### src/rtl/core/tbps_pkg.sv
package tbps_pkg;

  localparam int MAX_PROCESSES = 64;
  localparam int PRIORITY_BITS = 8;

  localparam int ID_W   = (MAX_PROCESSES > 2) ? $clog2(MAX_PROCESSES) : 1;
  localparam int PRIO_W = PRIORITY_BITS;

  typedef logic [ID_W-1:0]   slot_id_t;
  typedef logic [PRIO_W-1:0] prio_t;

  localparam slot_id_t LAST_ID = slot_id_t'(MAX_PROCESSES - 1);
  localparam logic [MAX_PROCESSES-1:0] VLD_RESET = MAX_PROCESSES'(1);

  // Request action codes
  localparam logic [2:0] ACT_CREATE    = 3'd0;
  localparam logic [2:0] ACT_REMOVE    = 3'd1;
  localparam logic [2:0] ACT_SET_STATE = 3'd2;
  localparam logic [2:0] ACT_SCHEDULE  = 3'd3;
  localparam logic [2:0] ACT_CHARGE    = 3'd4;

  // Result status codes
  localparam logic [2:0] STS_OK         = 3'd0;
  localparam logic [2:0] STS_FULL       = 3'd1;
  localparam logic [2:0] STS_NO_PROC    = 3'd2;
  localparam logic [2:0] STS_NO_READY   = 3'd3;
  localparam logic [2:0] STS_CUR_REMOVE = 3'd4;

  // Run states
  localparam logic [1:0] RS_READY = 2'd0;
  localparam logic [1:0] RS_SLEEP = 2'd1;
  localparam logic [1:0] RS_RUN   = 2'd2;

  typedef struct packed {
    logic [2:0] action;
    logic [5:0] target_id;
    logic [7:0] new_priority;
    logic [1:0] run_state_in;
  } tbps_req_t;

  typedef struct packed {
    logic [2:0] status;
    logic [5:0] result_id;
    logic [7:0] result_budget;
  } tbps_rsp_t;

  typedef struct packed {
    logic [1:0] run_state;
    prio_t      prio;
    prio_t      budget;
  } slot_t;

  typedef struct packed {
    logic     en;
    slot_id_t addr;
    slot_t    data;
  } slot_wr_t;

  typedef struct packed {
    logic     set;
    logic     clr;
    slot_id_t addr;
  } vld_upd_t;

  typedef enum logic [2:0] {
    ST_IDLE,
    ST_DECODE,
    ST_FIND,
    ST_MODIFY,
    ST_CUR_SET,
    ST_SCAN,
    ST_WIN,
    ST_EMIT
  } sched_state_t;

  function automatic logic [1:0] sat_state(logic [1:0] s);
    return (s > RS_RUN) ? RS_RUN : s;
  endfunction

  function automatic prio_t prio_from_in(logic [7:0] v);
    logic [PRIO_W+7:0] ext;
    ext = {{PRIO_W{1'b0}}, v};
    return ext[PRIO_W-1:0];
  endfunction

  function automatic logic [7:0] bud_to_out(prio_t b);
    logic [PRIO_W+7:0] ext;
    ext = {8'b0, b};
    return ext[7:0];
  endfunction

  function automatic slot_id_t id_from_in(logic [5:0] v);
    logic [ID_W+5:0] ext;
    ext = {{ID_W{1'b0}}, v};
    return ext[ID_W-1:0];
  endfunction

  function automatic logic [5:0] id_to_out(slot_id_t id);
    logic [ID_W+5:0] ext;
    ext = {6'b0, id};
    return ext[5:0];
  endfunction

endpackage

### src/rtl/core/tbps_slot_store.sv
module tbps_slot_store (
  input  logic                                clk,
  input  logic                                rst_n,
  input  logic                                rd_en,
  input  tbps_pkg::slot_id_t                  rd_addr,
  input  tbps_pkg::slot_wr_t                  wr,
  input  tbps_pkg::vld_upd_t                  vld,
  output tbps_pkg::slot_t                     rd_entry,
  output logic [tbps_pkg::MAX_PROCESSES-1:0]  slot_vld
);

  tbps_pkg::slot_t    mem_r [tbps_pkg::MAX_PROCESSES];
  tbps_pkg::slot_t    rdata_r;
  tbps_pkg::slot_id_t ra_r;
  logic [tbps_pkg::MAX_PROCESSES-1:0] vld_r;
  logic               init0_r;

  // Slot 0 holds its reset contents until first written.
  always_ff @(posedge clk) begin
    if (!rst_n) begin
      vld_r   <= tbps_pkg::VLD_RESET;
      init0_r <= 1'b1;
    end else begin
      if (vld.set) begin
        vld_r[vld.addr] <= 1'b1;
      end
      if (vld.clr) begin
        vld_r[vld.addr] <= 1'b0;
      end
      if (wr.en && (wr.addr == '0)) begin
        init0_r <= 1'b0;
      end
    end
  end

  always_ff @(posedge clk) begin
    if (wr.en) begin
      mem_r[wr.addr] <= wr.data;
    end
    if (rd_en) begin
      rdata_r <= mem_r[rd_addr];
      ra_r    <= rd_addr;
    end
  end

  // A free slot always reads as all zeros.
  always_comb begin
    if (!vld_r[ra_r]) begin
      rd_entry = '0;
    end else if ((ra_r == '0) && init0_r) begin
      rd_entry.run_state = tbps_pkg::RS_RUN;
      rd_entry.prio      = tbps_pkg::prio_t'(1);
      rd_entry.budget    = tbps_pkg::prio_t'(1);
    end else begin
      rd_entry = rdata_r;
    end
  end

  assign slot_vld = vld_r;

endmodule

### src/rtl/core/tick_budget_process_scheduler_top.sv
// Tick-budget process scheduler. The slot table (run state, priority,
// budget) lives in one synchronous RAM with a registered read; valid marks
// are flops. One request is worked at a time: create scans the valid marks
// from slot 1 upward, set state and charge do one read-modify-write, and
// remove of a non-current slot only clears its valid mark. Schedule, and
// remove of the current slot, run one RAM pass over all slots at one slot
// per cycle; if no ready slot has budget left, a second pass refills every
// ready slot from its priority and picks again. A finished result sits in
// an output register, so a new request is taken while the previous result
// waits for out_ready.
module tick_budget_process_scheduler_top (
  input  logic                clk,
  input  logic                rst_n,
  input  logic                in_valid,
  output logic                in_ready,
  input  tbps_pkg::tbps_req_t in_req,
  output logic                out_valid,
  input  logic                out_ready,
  output tbps_pkg::tbps_rsp_t out_rsp
);

  tbps_pkg::sched_state_t state_r, state_nxt;
  tbps_pkg::tbps_req_t    req_r, req_nxt;
  tbps_pkg::tbps_rsp_t    res_r, res_nxt;
  tbps_pkg::tbps_rsp_t    out_rsp_r, out_rsp_nxt;
  logic                   out_valid_r, out_valid_nxt;
  logic [1:0]             rs_eff_r, rs_eff_nxt;
  logic                   rm_cur_r, rm_cur_nxt;
  tbps_pkg::slot_id_t     current_id_r, current_id_nxt;
  tbps_pkg::slot_id_t     idx_r, idx_nxt;
  logic                   iss_done_r, iss_done_nxt;
  logic                   sv_r, sv_nxt;
  tbps_pkg::slot_id_t     sidx_r, sidx_nxt;
  logic                   pass_r, pass_nxt;
  logic                   best_found_r, best_found_nxt;
  tbps_pkg::slot_id_t     best_id_r, best_id_nxt;
  tbps_pkg::prio_t        best_b_r, best_b_nxt;
  tbps_pkg::prio_t        best_prio_r, best_prio_nxt;
  tbps_pkg::prio_t        cur_bud_r, cur_bud_nxt;

  logic                   rd_en;
  tbps_pkg::slot_id_t     rd_addr;
  tbps_pkg::slot_wr_t     wr;
  tbps_pkg::vld_upd_t     vld;
  tbps_pkg::slot_t        rd_entry;
  logic [tbps_pkg::MAX_PROCESSES-1:0] slot_vld;

  tbps_pkg::slot_id_t     tgt_idx;
  logic                   tgt_ok;
  logic                   cur_ok;
  logic                   is_ready;
  tbps_pkg::prio_t        eff_bud;
  tbps_pkg::prio_t        cur_bud_now;
  tbps_pkg::prio_t        charged;
  logic                   cand;
  logic                   scan_start;

  tbps_slot_store u_store (
    .clk      (clk),
    .rst_n    (rst_n),
    .rd_en    (rd_en),
    .rd_addr  (rd_addr),
    .wr       (wr),
    .vld      (vld),
    .rd_entry (rd_entry),
    .slot_vld (slot_vld)
  );

  assign tgt_idx = tbps_pkg::id_from_in(req_r.target_id);
  assign tgt_ok  = (32'(req_r.target_id) < 32'(tbps_pkg::MAX_PROCESSES)) && slot_vld[tgt_idx];
  assign cur_ok  = slot_vld[current_id_r];

  // Scan datapath: the refill pass sees every ready slot's budget as its priority.
  assign is_ready    = (rd_entry.run_state == tbps_pkg::RS_READY);
  assign eff_bud     = (pass_r && is_ready) ? rd_entry.prio : rd_entry.budget;
  assign cand        = sv_r && is_ready && (eff_bud > best_b_r);
  assign cur_bud_now = (sv_r && pass_r && (sidx_r == current_id_r)) ? eff_bud : cur_bud_r;
  assign charged     = (rd_entry.budget == '0) ? '0 : rd_entry.budget - tbps_pkg::prio_t'(1);

  always_ff @(posedge clk) begin
    if (!rst_n) begin
      state_r      <= tbps_pkg::ST_IDLE;
      out_valid_r  <= 1'b0;
      current_id_r <= '0;
      sv_r         <= 1'b0;
      iss_done_r   <= 1'b0;
      pass_r       <= 1'b0;
      best_found_r <= 1'b0;
      rm_cur_r     <= 1'b0;
    end else begin
      state_r      <= state_nxt;
      out_valid_r  <= out_valid_nxt;
      current_id_r <= current_id_nxt;
      sv_r         <= sv_nxt;
      iss_done_r   <= iss_done_nxt;
      pass_r       <= pass_nxt;
      best_found_r <= best_found_nxt;
      rm_cur_r     <= rm_cur_nxt;
    end
  end

  always_ff @(posedge clk) begin
    req_r       <= req_nxt;
    res_r       <= res_nxt;
    out_rsp_r   <= out_rsp_nxt;
    rs_eff_r    <= rs_eff_nxt;
    idx_r       <= idx_nxt;
    sidx_r      <= sidx_nxt;
    best_id_r   <= best_id_nxt;
    best_b_r    <= best_b_nxt;
    best_prio_r <= best_prio_nxt;
    cur_bud_r   <= cur_bud_nxt;
  end

  always_comb begin
    state_nxt      = state_r;
    req_nxt        = req_r;
    res_nxt        = res_r;
    out_rsp_nxt    = out_rsp_r;
    out_valid_nxt  = out_valid_r;
    rs_eff_nxt     = rs_eff_r;
    rm_cur_nxt     = rm_cur_r;
    current_id_nxt = current_id_r;
    idx_nxt        = idx_r;
    iss_done_nxt   = iss_done_r;
    sv_nxt         = 1'b0;
    sidx_nxt       = sidx_r;
    pass_nxt       = pass_r;
    best_found_nxt = best_found_r;
    best_id_nxt    = best_id_r;
    best_b_nxt     = best_b_r;
    best_prio_nxt  = best_prio_r;
    cur_bud_nxt    = cur_bud_r;
    rd_en          = 1'b0;
    rd_addr        = current_id_r;
    wr             = '0;
    vld            = '0;
    scan_start     = 1'b0;
    in_ready       = 1'b0;

    // Drop the output once the result is taken downstream.
    if (out_valid_r && out_ready) begin
      out_valid_nxt = 1'b0;
    end

    case (state_r)
      tbps_pkg::ST_IDLE: begin
        in_ready = 1'b1;
        if (in_valid) begin
          req_nxt   = in_req;
          state_nxt = tbps_pkg::ST_DECODE;
        end
      end

      tbps_pkg::ST_DECODE: begin
        case (req_r.action)
          tbps_pkg::ACT_CREATE: begin
            idx_nxt   = tbps_pkg::slot_id_t'(1);
            state_nxt = tbps_pkg::ST_FIND;
          end
          tbps_pkg::ACT_REMOVE: begin
            if (!tgt_ok) begin
              res_nxt   = '{status: tbps_pkg::STS_NO_PROC, result_id: '0, result_budget: '0};
              state_nxt = tbps_pkg::ST_EMIT;
            end else if (tgt_idx == current_id_r) begin
              // Exclude the running slot, reschedule, then free it.
              rs_eff_nxt = tbps_pkg::RS_RUN;
              rm_cur_nxt = 1'b1;
              rd_en      = 1'b1;
              rd_addr    = current_id_r;
              state_nxt  = tbps_pkg::ST_CUR_SET;
            end else begin
              vld.clr   = 1'b1;
              vld.addr  = tgt_idx;
              res_nxt   = '{status: tbps_pkg::STS_OK, result_id: req_r.target_id,
                            result_budget: '0};
              state_nxt = tbps_pkg::ST_EMIT;
            end
          end
          tbps_pkg::ACT_SET_STATE: begin
            if (!tgt_ok) begin
              res_nxt   = '{status: tbps_pkg::STS_NO_PROC, result_id: '0, result_budget: '0};
              state_nxt = tbps_pkg::ST_EMIT;
            end else begin
              rd_en     = 1'b1;
              rd_addr   = tgt_idx;
              state_nxt = tbps_pkg::ST_MODIFY;
            end
          end
          tbps_pkg::ACT_SCHEDULE: begin
            rs_eff_nxt = tbps_pkg::sat_state(req_r.run_state_in);
            rm_cur_nxt = 1'b0;
            if (cur_ok) begin
              rd_en     = 1'b1;
              rd_addr   = current_id_r;
              state_nxt = tbps_pkg::ST_CUR_SET;
            end else begin
              scan_start = 1'b1;
            end
          end
          tbps_pkg::ACT_CHARGE: begin
            if (cur_ok) begin
              rd_en     = 1'b1;
              rd_addr   = current_id_r;
              state_nxt = tbps_pkg::ST_MODIFY;
            end else begin
              res_nxt   = '{status: tbps_pkg::STS_NO_PROC, result_id: '0, result_budget: '0};
              state_nxt = tbps_pkg::ST_EMIT;
            end
          end
          default: begin
            // Unknown action: no result.
            state_nxt = tbps_pkg::ST_IDLE;
          end
        endcase
      end

      tbps_pkg::ST_FIND: begin
        // Walk the valid marks for the lowest free slot above slot 0.
        if (!slot_vld[idx_r]) begin
          wr.en             = 1'b1;
          wr.addr           = idx_r;
          wr.data.run_state = tbps_pkg::RS_READY;
          wr.data.prio      = tbps_pkg::prio_from_in(req_r.new_priority);
          wr.data.budget    = tbps_pkg::prio_from_in(req_r.new_priority);
          vld.set           = 1'b1;
          vld.addr          = idx_r;
          res_nxt   = '{status: tbps_pkg::STS_OK, result_id: tbps_pkg::id_to_out(idx_r),
                        result_budget: tbps_pkg::bud_to_out(
                          tbps_pkg::prio_from_in(req_r.new_priority))};
          state_nxt = tbps_pkg::ST_EMIT;
        end else if (idx_r == tbps_pkg::LAST_ID) begin
          res_nxt   = '{status: tbps_pkg::STS_FULL, result_id: '0, result_budget: '0};
          state_nxt = tbps_pkg::ST_EMIT;
        end else begin
          idx_nxt = idx_r + tbps_pkg::slot_id_t'(1);
        end
      end

      tbps_pkg::ST_MODIFY: begin
        wr.en = 1'b1;
        wr.data.prio = rd_entry.prio;
        if (req_r.action == tbps_pkg::ACT_SET_STATE) begin
          wr.addr           = tgt_idx;
          wr.data.run_state = tbps_pkg::sat_state(req_r.run_state_in);
          wr.data.budget    = rd_entry.budget;
          res_nxt = '{status: tbps_pkg::STS_OK, result_id: req_r.target_id,
                      result_budget: tbps_pkg::bud_to_out(rd_entry.budget)};
        end else begin
          wr.addr           = current_id_r;
          wr.data.run_state = rd_entry.run_state;
          wr.data.budget    = charged;
          res_nxt = '{status: tbps_pkg::STS_OK, result_id: tbps_pkg::id_to_out(current_id_r),
                      result_budget: tbps_pkg::bud_to_out(charged)};
        end
        state_nxt = tbps_pkg::ST_EMIT;
      end

      tbps_pkg::ST_CUR_SET: begin
        wr.en             = 1'b1;
        wr.addr           = current_id_r;
        wr.data.run_state = rs_eff_r;
        wr.data.prio      = rd_entry.prio;
        wr.data.budget    = rd_entry.budget;
        scan_start        = 1'b1;
      end

      tbps_pkg::ST_SCAN: begin
        // Issue one read per cycle; evaluate the slot read the cycle before.
        rd_en    = !iss_done_r;
        rd_addr  = idx_r;
        sv_nxt   = !iss_done_r;
        sidx_nxt = idx_r;
        if (!iss_done_r) begin
          if (idx_r == tbps_pkg::LAST_ID) begin
            iss_done_nxt = 1'b1;
          end else begin
            idx_nxt = idx_r + tbps_pkg::slot_id_t'(1);
          end
        end
        if (sv_r) begin
          if (pass_r && is_ready) begin
            wr.en             = 1'b1;
            wr.addr           = sidx_r;
            wr.data.run_state = tbps_pkg::RS_READY;
            wr.data.prio      = rd_entry.prio;
            wr.data.budget    = rd_entry.prio;
          end
          if (cand) begin
            best_found_nxt = 1'b1;
            best_id_nxt    = sidx_r;
            best_b_nxt     = eff_bud;
            best_prio_nxt  = rd_entry.prio;
          end
          cur_bud_nxt = cur_bud_now;
          if (sidx_r == tbps_pkg::LAST_ID) begin
            if (best_found_r || cand) begin
              state_nxt = tbps_pkg::ST_WIN;
            end else if (!pass_r) begin
              // Nothing with budget left: refill and pick again.
              pass_nxt     = 1'b1;
              idx_nxt      = '0;
              iss_done_nxt = 1'b0;
              sv_nxt       = 1'b0;
            end else begin
              if (rm_cur_r) begin
                vld.clr  = 1'b1;
                vld.addr = current_id_r;
              end
              res_nxt = '{status: tbps_pkg::STS_NO_READY,
                          result_id: tbps_pkg::id_to_out(current_id_r),
                          result_budget: rm_cur_r ? 8'd0 : tbps_pkg::bud_to_out(cur_bud_now)};
              state_nxt = tbps_pkg::ST_EMIT;
            end
          end
        end
      end

      tbps_pkg::ST_WIN: begin
        wr.en             = 1'b1;
        wr.addr           = best_id_r;
        wr.data.run_state = tbps_pkg::RS_RUN;
        wr.data.prio      = best_prio_r;
        wr.data.budget    = best_b_r;
        current_id_nxt    = best_id_r;
        if (rm_cur_r) begin
          vld.clr  = 1'b1;
          vld.addr = current_id_r;
        end
        res_nxt = '{status: rm_cur_r ? tbps_pkg::STS_CUR_REMOVE : tbps_pkg::STS_OK,
                    result_id: tbps_pkg::id_to_out(best_id_r),
                    result_budget: tbps_pkg::bud_to_out(best_b_r)};
        state_nxt = tbps_pkg::ST_EMIT;
      end

      tbps_pkg::ST_EMIT: begin
        // Hold the result until the output register is free.
        if (!out_valid_r || out_ready) begin
          out_rsp_nxt   = res_r;
          out_valid_nxt = 1'b1;
          state_nxt     = tbps_pkg::ST_IDLE;
        end
      end

      default: begin
        state_nxt = tbps_pkg::ST_IDLE;
      end
    endcase

    if (scan_start) begin
      idx_nxt        = '0;
      iss_done_nxt   = 1'b0;
      sv_nxt         = 1'b0;
      pass_nxt       = 1'b0;
      best_found_nxt = 1'b0;
      best_b_nxt     = '0;
      cur_bud_nxt    = '0;
      state_nxt      = tbps_pkg::ST_SCAN;
    end
  end

  assign out_valid = out_valid_r;
  assign out_rsp   = out_rsp_r;

  // A RAM write never lands on the entry being read in the same cycle.
  assert property (@(posedge clk) disable iff (!rst_n)
    (wr.en && rd_en) |-> (wr.addr != rd_addr))
    else $error("tbps: RAM read and write collide on one slot");

  // Create never hands out slot 0.
  assert property (@(posedge clk) disable iff (!rst_n)
    (state_r == tbps_pkg::ST_FIND && vld.set) |-> (idx_r != '0))
    else $error("tbps: create claimed slot 0");

  // The winner step only follows a scan that found a candidate.
  assert property (@(posedge clk) disable iff (!rst_n)
    (state_r == tbps_pkg::ST_WIN) |-> (best_found_r && $past(state_r == tbps_pkg::ST_SCAN)))
    else $error("tbps: winner without a candidate");

  // After a pick, the new current slot is a live slot.
  assert property (@(posedge clk) disable iff (!rst_n)
    (state_r == tbps_pkg::ST_WIN) |=> slot_vld[current_id_r])
    else $error("tbps: current slot is free after a pick");

endmodule

### config.mk
export PLATFORM = sky130hd
export DESIGN_NAME = tick_budget_process_scheduler_top
export DESIGN_NICKNAME = d
export VERILOG_FILES = /design/src/rtl/core/tbps_pkg.sv /design/src/rtl/core/tbps_slot_store.sv /design/src/rtl/core/tick_budget_process_scheduler_top.sv
export SDC_FILE = /design/constraint.sdc
export NUM_CORES = 2
export LEC_CHECK = 0
export BUFFER_PORTS_ARGS = -buffer_cell sky130_fd_sc_hd__buf_4
export CORE_MARGIN = 3
export CORE_UTILIZATION = 63
export DETAILED_ROUTE_END_ITERATION = 10
export PLACE_DENSITY_LB_ADDON = 0.25
export SLEW_MARGIN = 20
export SYNTH_ARGS = -nofsm -noshare
export SYNTH_HDL_FRONTEND = slang
export SYNTH_SLANG_ARGS = --single-unit
### constraint.sdc
create_clock -name clk -period 8.1 [get_ports clk]
set_input_delay 2.43 -clock clk [delete_from_list [all_inputs] [get_ports clk]]
set_output_delay 2.43 -clock clk [all_outputs]
set_load 0.1 [all_outputs]
==> results.tsv <==
metric	value	unit
ys_ff_latch	1353	
fin_skew	0.0265	ns
async_reset_ff_share	0	%
grt_setup_unrepaired	no	
hold_slack	0.415	ns
clockRootBuffer	clkbuf_16	
worstMarginPinSlew	1.17	ns
cts_buffers	136	
setup_viol	0	
drt_wl_total	150000	um
pin_count	42	
p_leak	20.8	nW
vias_per_cell	6.84	
clkLatencyLatePin	0.76	ns
wl_per_cell	28.3	um
rows	108	
grt_max_degree	83	
fp.dieW	304	um
area_growth	11.4	%
vias	36200	
yosysTopAreaCell	edfxtp_1	
port_buffers	41	
status	completed	
fin_crit	7.23	ns
drv_cap	0	
crit_type	reg2reg	
grt_overflow	0	
ys_seq_area_share	70.6	%
final_max_slew_viol_count	0	
end_kind	flop	
max_freq	138	MHz
place.gp.congestion	0.953	
peakVddDrop	0.000262	V
synth_nets	4000	
cts_hold_buf	0	
cp-start-kind	flop	
design_area	62500	um2
start_util	64.1	%
placed_area	58200	um2
post-route-util	71.4	%
yosysWarnings	0	
dp_hpwl	86800	um
required	8.78	ns
synthTopCellsByArea	edfxtp_1 (67%), mux4_2 (5.5%), nand2_1 (4.1%)	
syn_area	56100	um2
tritoncts	built	
finalHoldViolCount	0	
ys.flop_type	edfxtp_1	
cts_setup_buffers	0	
clkTransAtPathRegs	0.06	ns
fin_nets	4071	
avgSynthCellArea	14.2	um2
powerDensity	292	nW/um2
layout-drive-gt1-share	14.1	%
synth_edf_count	1251	
clock_sinks	1353	
netlist.area_leader.share	66.9	%
die_area	92700	um2
maxSlewHeadroom	21.4	%
ant_nets	0	
groute.usage.overall	32.1	%
antenna_found_initial	7	
drc_errors	0	
arrival	7.91	ns
post-route-period-util	89.3	%
grt_pass1_wl	222000	um
worstPathMaxFanout	13	
synth_cell_types	82	
fin_tns_setup	0	ns
syn_inst	3966	
ctsResizeCount	0	
die_height	304	um
dr.pass1.iters	6	
grt_pass1_vias	35000	
drtIter0Drc	5278	
core	87600	um2
h-tree-depth	4	
max-clock-path-buffers	3	
worst_hold_path_type	reg2reg	
-- stage by stage --
stage / instances / total power (W) / setup WS, ns
finish: 5299 / 0.0183 / 0.870
global route: 5297 / 0.0188 / 0.377
CTS: 5296 / 0.0182 / 0.979
detailed placement: 5053 / 0.0122 / 1.01
global placement: 5053 / 0.0121 / 1.18
floorplan: 3966 / 0.0108 / 1.77
-- metal layers --
metal	GRT usage [%]	share of wire (%)	vias to the layer above
met5	0	0.027	-
met4	14.7	4.7	4
met3	9.06	13	439
met2	47.3	45	2507
met1	45.0	37	17800
li1	-	-	15500
-- final timing paths --
kind	to	slack, ns	start	cells past startpoint
setup / recovery	u_store.slot_vld[57]	0.87	u_store.ra_r[0]	22
hold / removal	out_rsp[9]	0.42	res_r[9]	0
setup reg to reg	u_store.slot_vld[57]	0.87	u_store.ra_r[0]	22
hold reg to reg	out_rsp[9]	0.42	res_r[9]	0
-- critical path, stage by stage (launching register included) --
cell and delay, ns:
edfxtp_1 0.90, buf_4 0.29, mux4_2 0.49, mux4_2 0.47, mux4_2 0.58, nor2b_1 0.31, nand2_1 0.30, inv_1 0.10
nand2_1 0.07, o21ai_0 0.22, ha_1 0.37, nor2b_1 0.13, o21a_1 0.15, o21ai_0 0.14, a21oi_1 0.09, o311a_2 0.43
o21ai_2 0.34, clkinv_1 0.17, o221ai_2 0.70, nand2b_1 0.15, nor2_1 0.49, a21oi_1 0.14, nor2_1 0.12
-- logic make-up (layout without fill, tap and decap cells) --
family / after synthesis / after routing / synth area share, %
AO/OA/AOI/OAI: 813 / 813 / 9.07
XOR/XNOR: 16 / 16 / 0.250
other: 0 / 2 / 0
adder cells (fa/ha/maj): 12 / 12 / 0.263
buffers and inverters: 287 / 463 / 2.26
multiplexers: 292 / 292 / 8.28
AND/OR/NAND/NOR: 1193 / 1193 / 9.31
flip-flops: 1353 / 1353 / 70.6
-- area by class of cell --
cell class	count	area (um2)
repair buffers	187	1470
inverters	33	136
clock inverters	61	604
flip-flops and latches	1353	39600
diodes	2	5.00
fillers	5434	25100
clock buffers	182	3670
well taps	1155	1450
multi-input cells	2326	15600
-- report_power, final --
part,switching [W],internal [W],total (W)
Clock,0.00262,0.00343,0.00605
Sequential,0.000200,0.00816,0.00836
Combinational,0.00274,0.00110,0.00385
Total,0.00556,0.0127,0.0183
-- state kept, by name, summed over array words and instances, names as in the netlist, 3 cells and up --
signal,cells
out_rsp,17
u_store.rdata_r,18
tgt_idx,6
best_prio_r,8
state_r,3
current_id_r,6
u_store.ra_r,6
cur_bud_r,8
sidx_r,6
req_r,13
idx_r,6
res_r,17
u_store.slot_vld,64
u_store.mem_r,1152
best_b_r,8
best_id_r,6
-- cells in the mapped netlist, types with 9 or more instances --
master and instances:
dfxtp_1 102, inv_1 27, a21oi_1 317, or3_1 11, clkbuf_1 136, nor2b_1 21, o21ai_1 37, and3_1 24
and2_1 10, mux2i_1 152, a31oi_1 24, xnor2_1 10, buf_4 13, nor2_1 223, or4_1 19, a22oi_1 47
o221ai_1 36, buf_1 22, a221oi_1 26, mux4_2 136, ha_1 11, a221o_1 44, nand3_1 140, nand2_1 613
o22ai_1 58, a222oi_1 9, nor3_2 9, a32oi_1 20, nor3_1 56, nor4_1 20, nand4_1 23, o21ai_0 131
edfxtp_1 1251, buf_2 76
-- layout by cell type (no fill, tap or decap), drive strengths merged, types with 21 or more instances in the layout --
master / n
clkinv: 48
o21ai: 170
a221o: 44
o22ai: 58
a221oi: 26
a21oi: 318
mux4: 136
buf: 187
nand3: 140
nor2b: 21
clkbuf: 182
edfxtp: 1251
a31oi: 24
nor2: 225
mux2i: 153
nand2: 614
nor4: 22
o221ai: 37
dfxtp: 102
nand4: 23
inv: 36
a22oi: 48
nor3: 66
and3: 24
(Power assumes the default switching activity.)
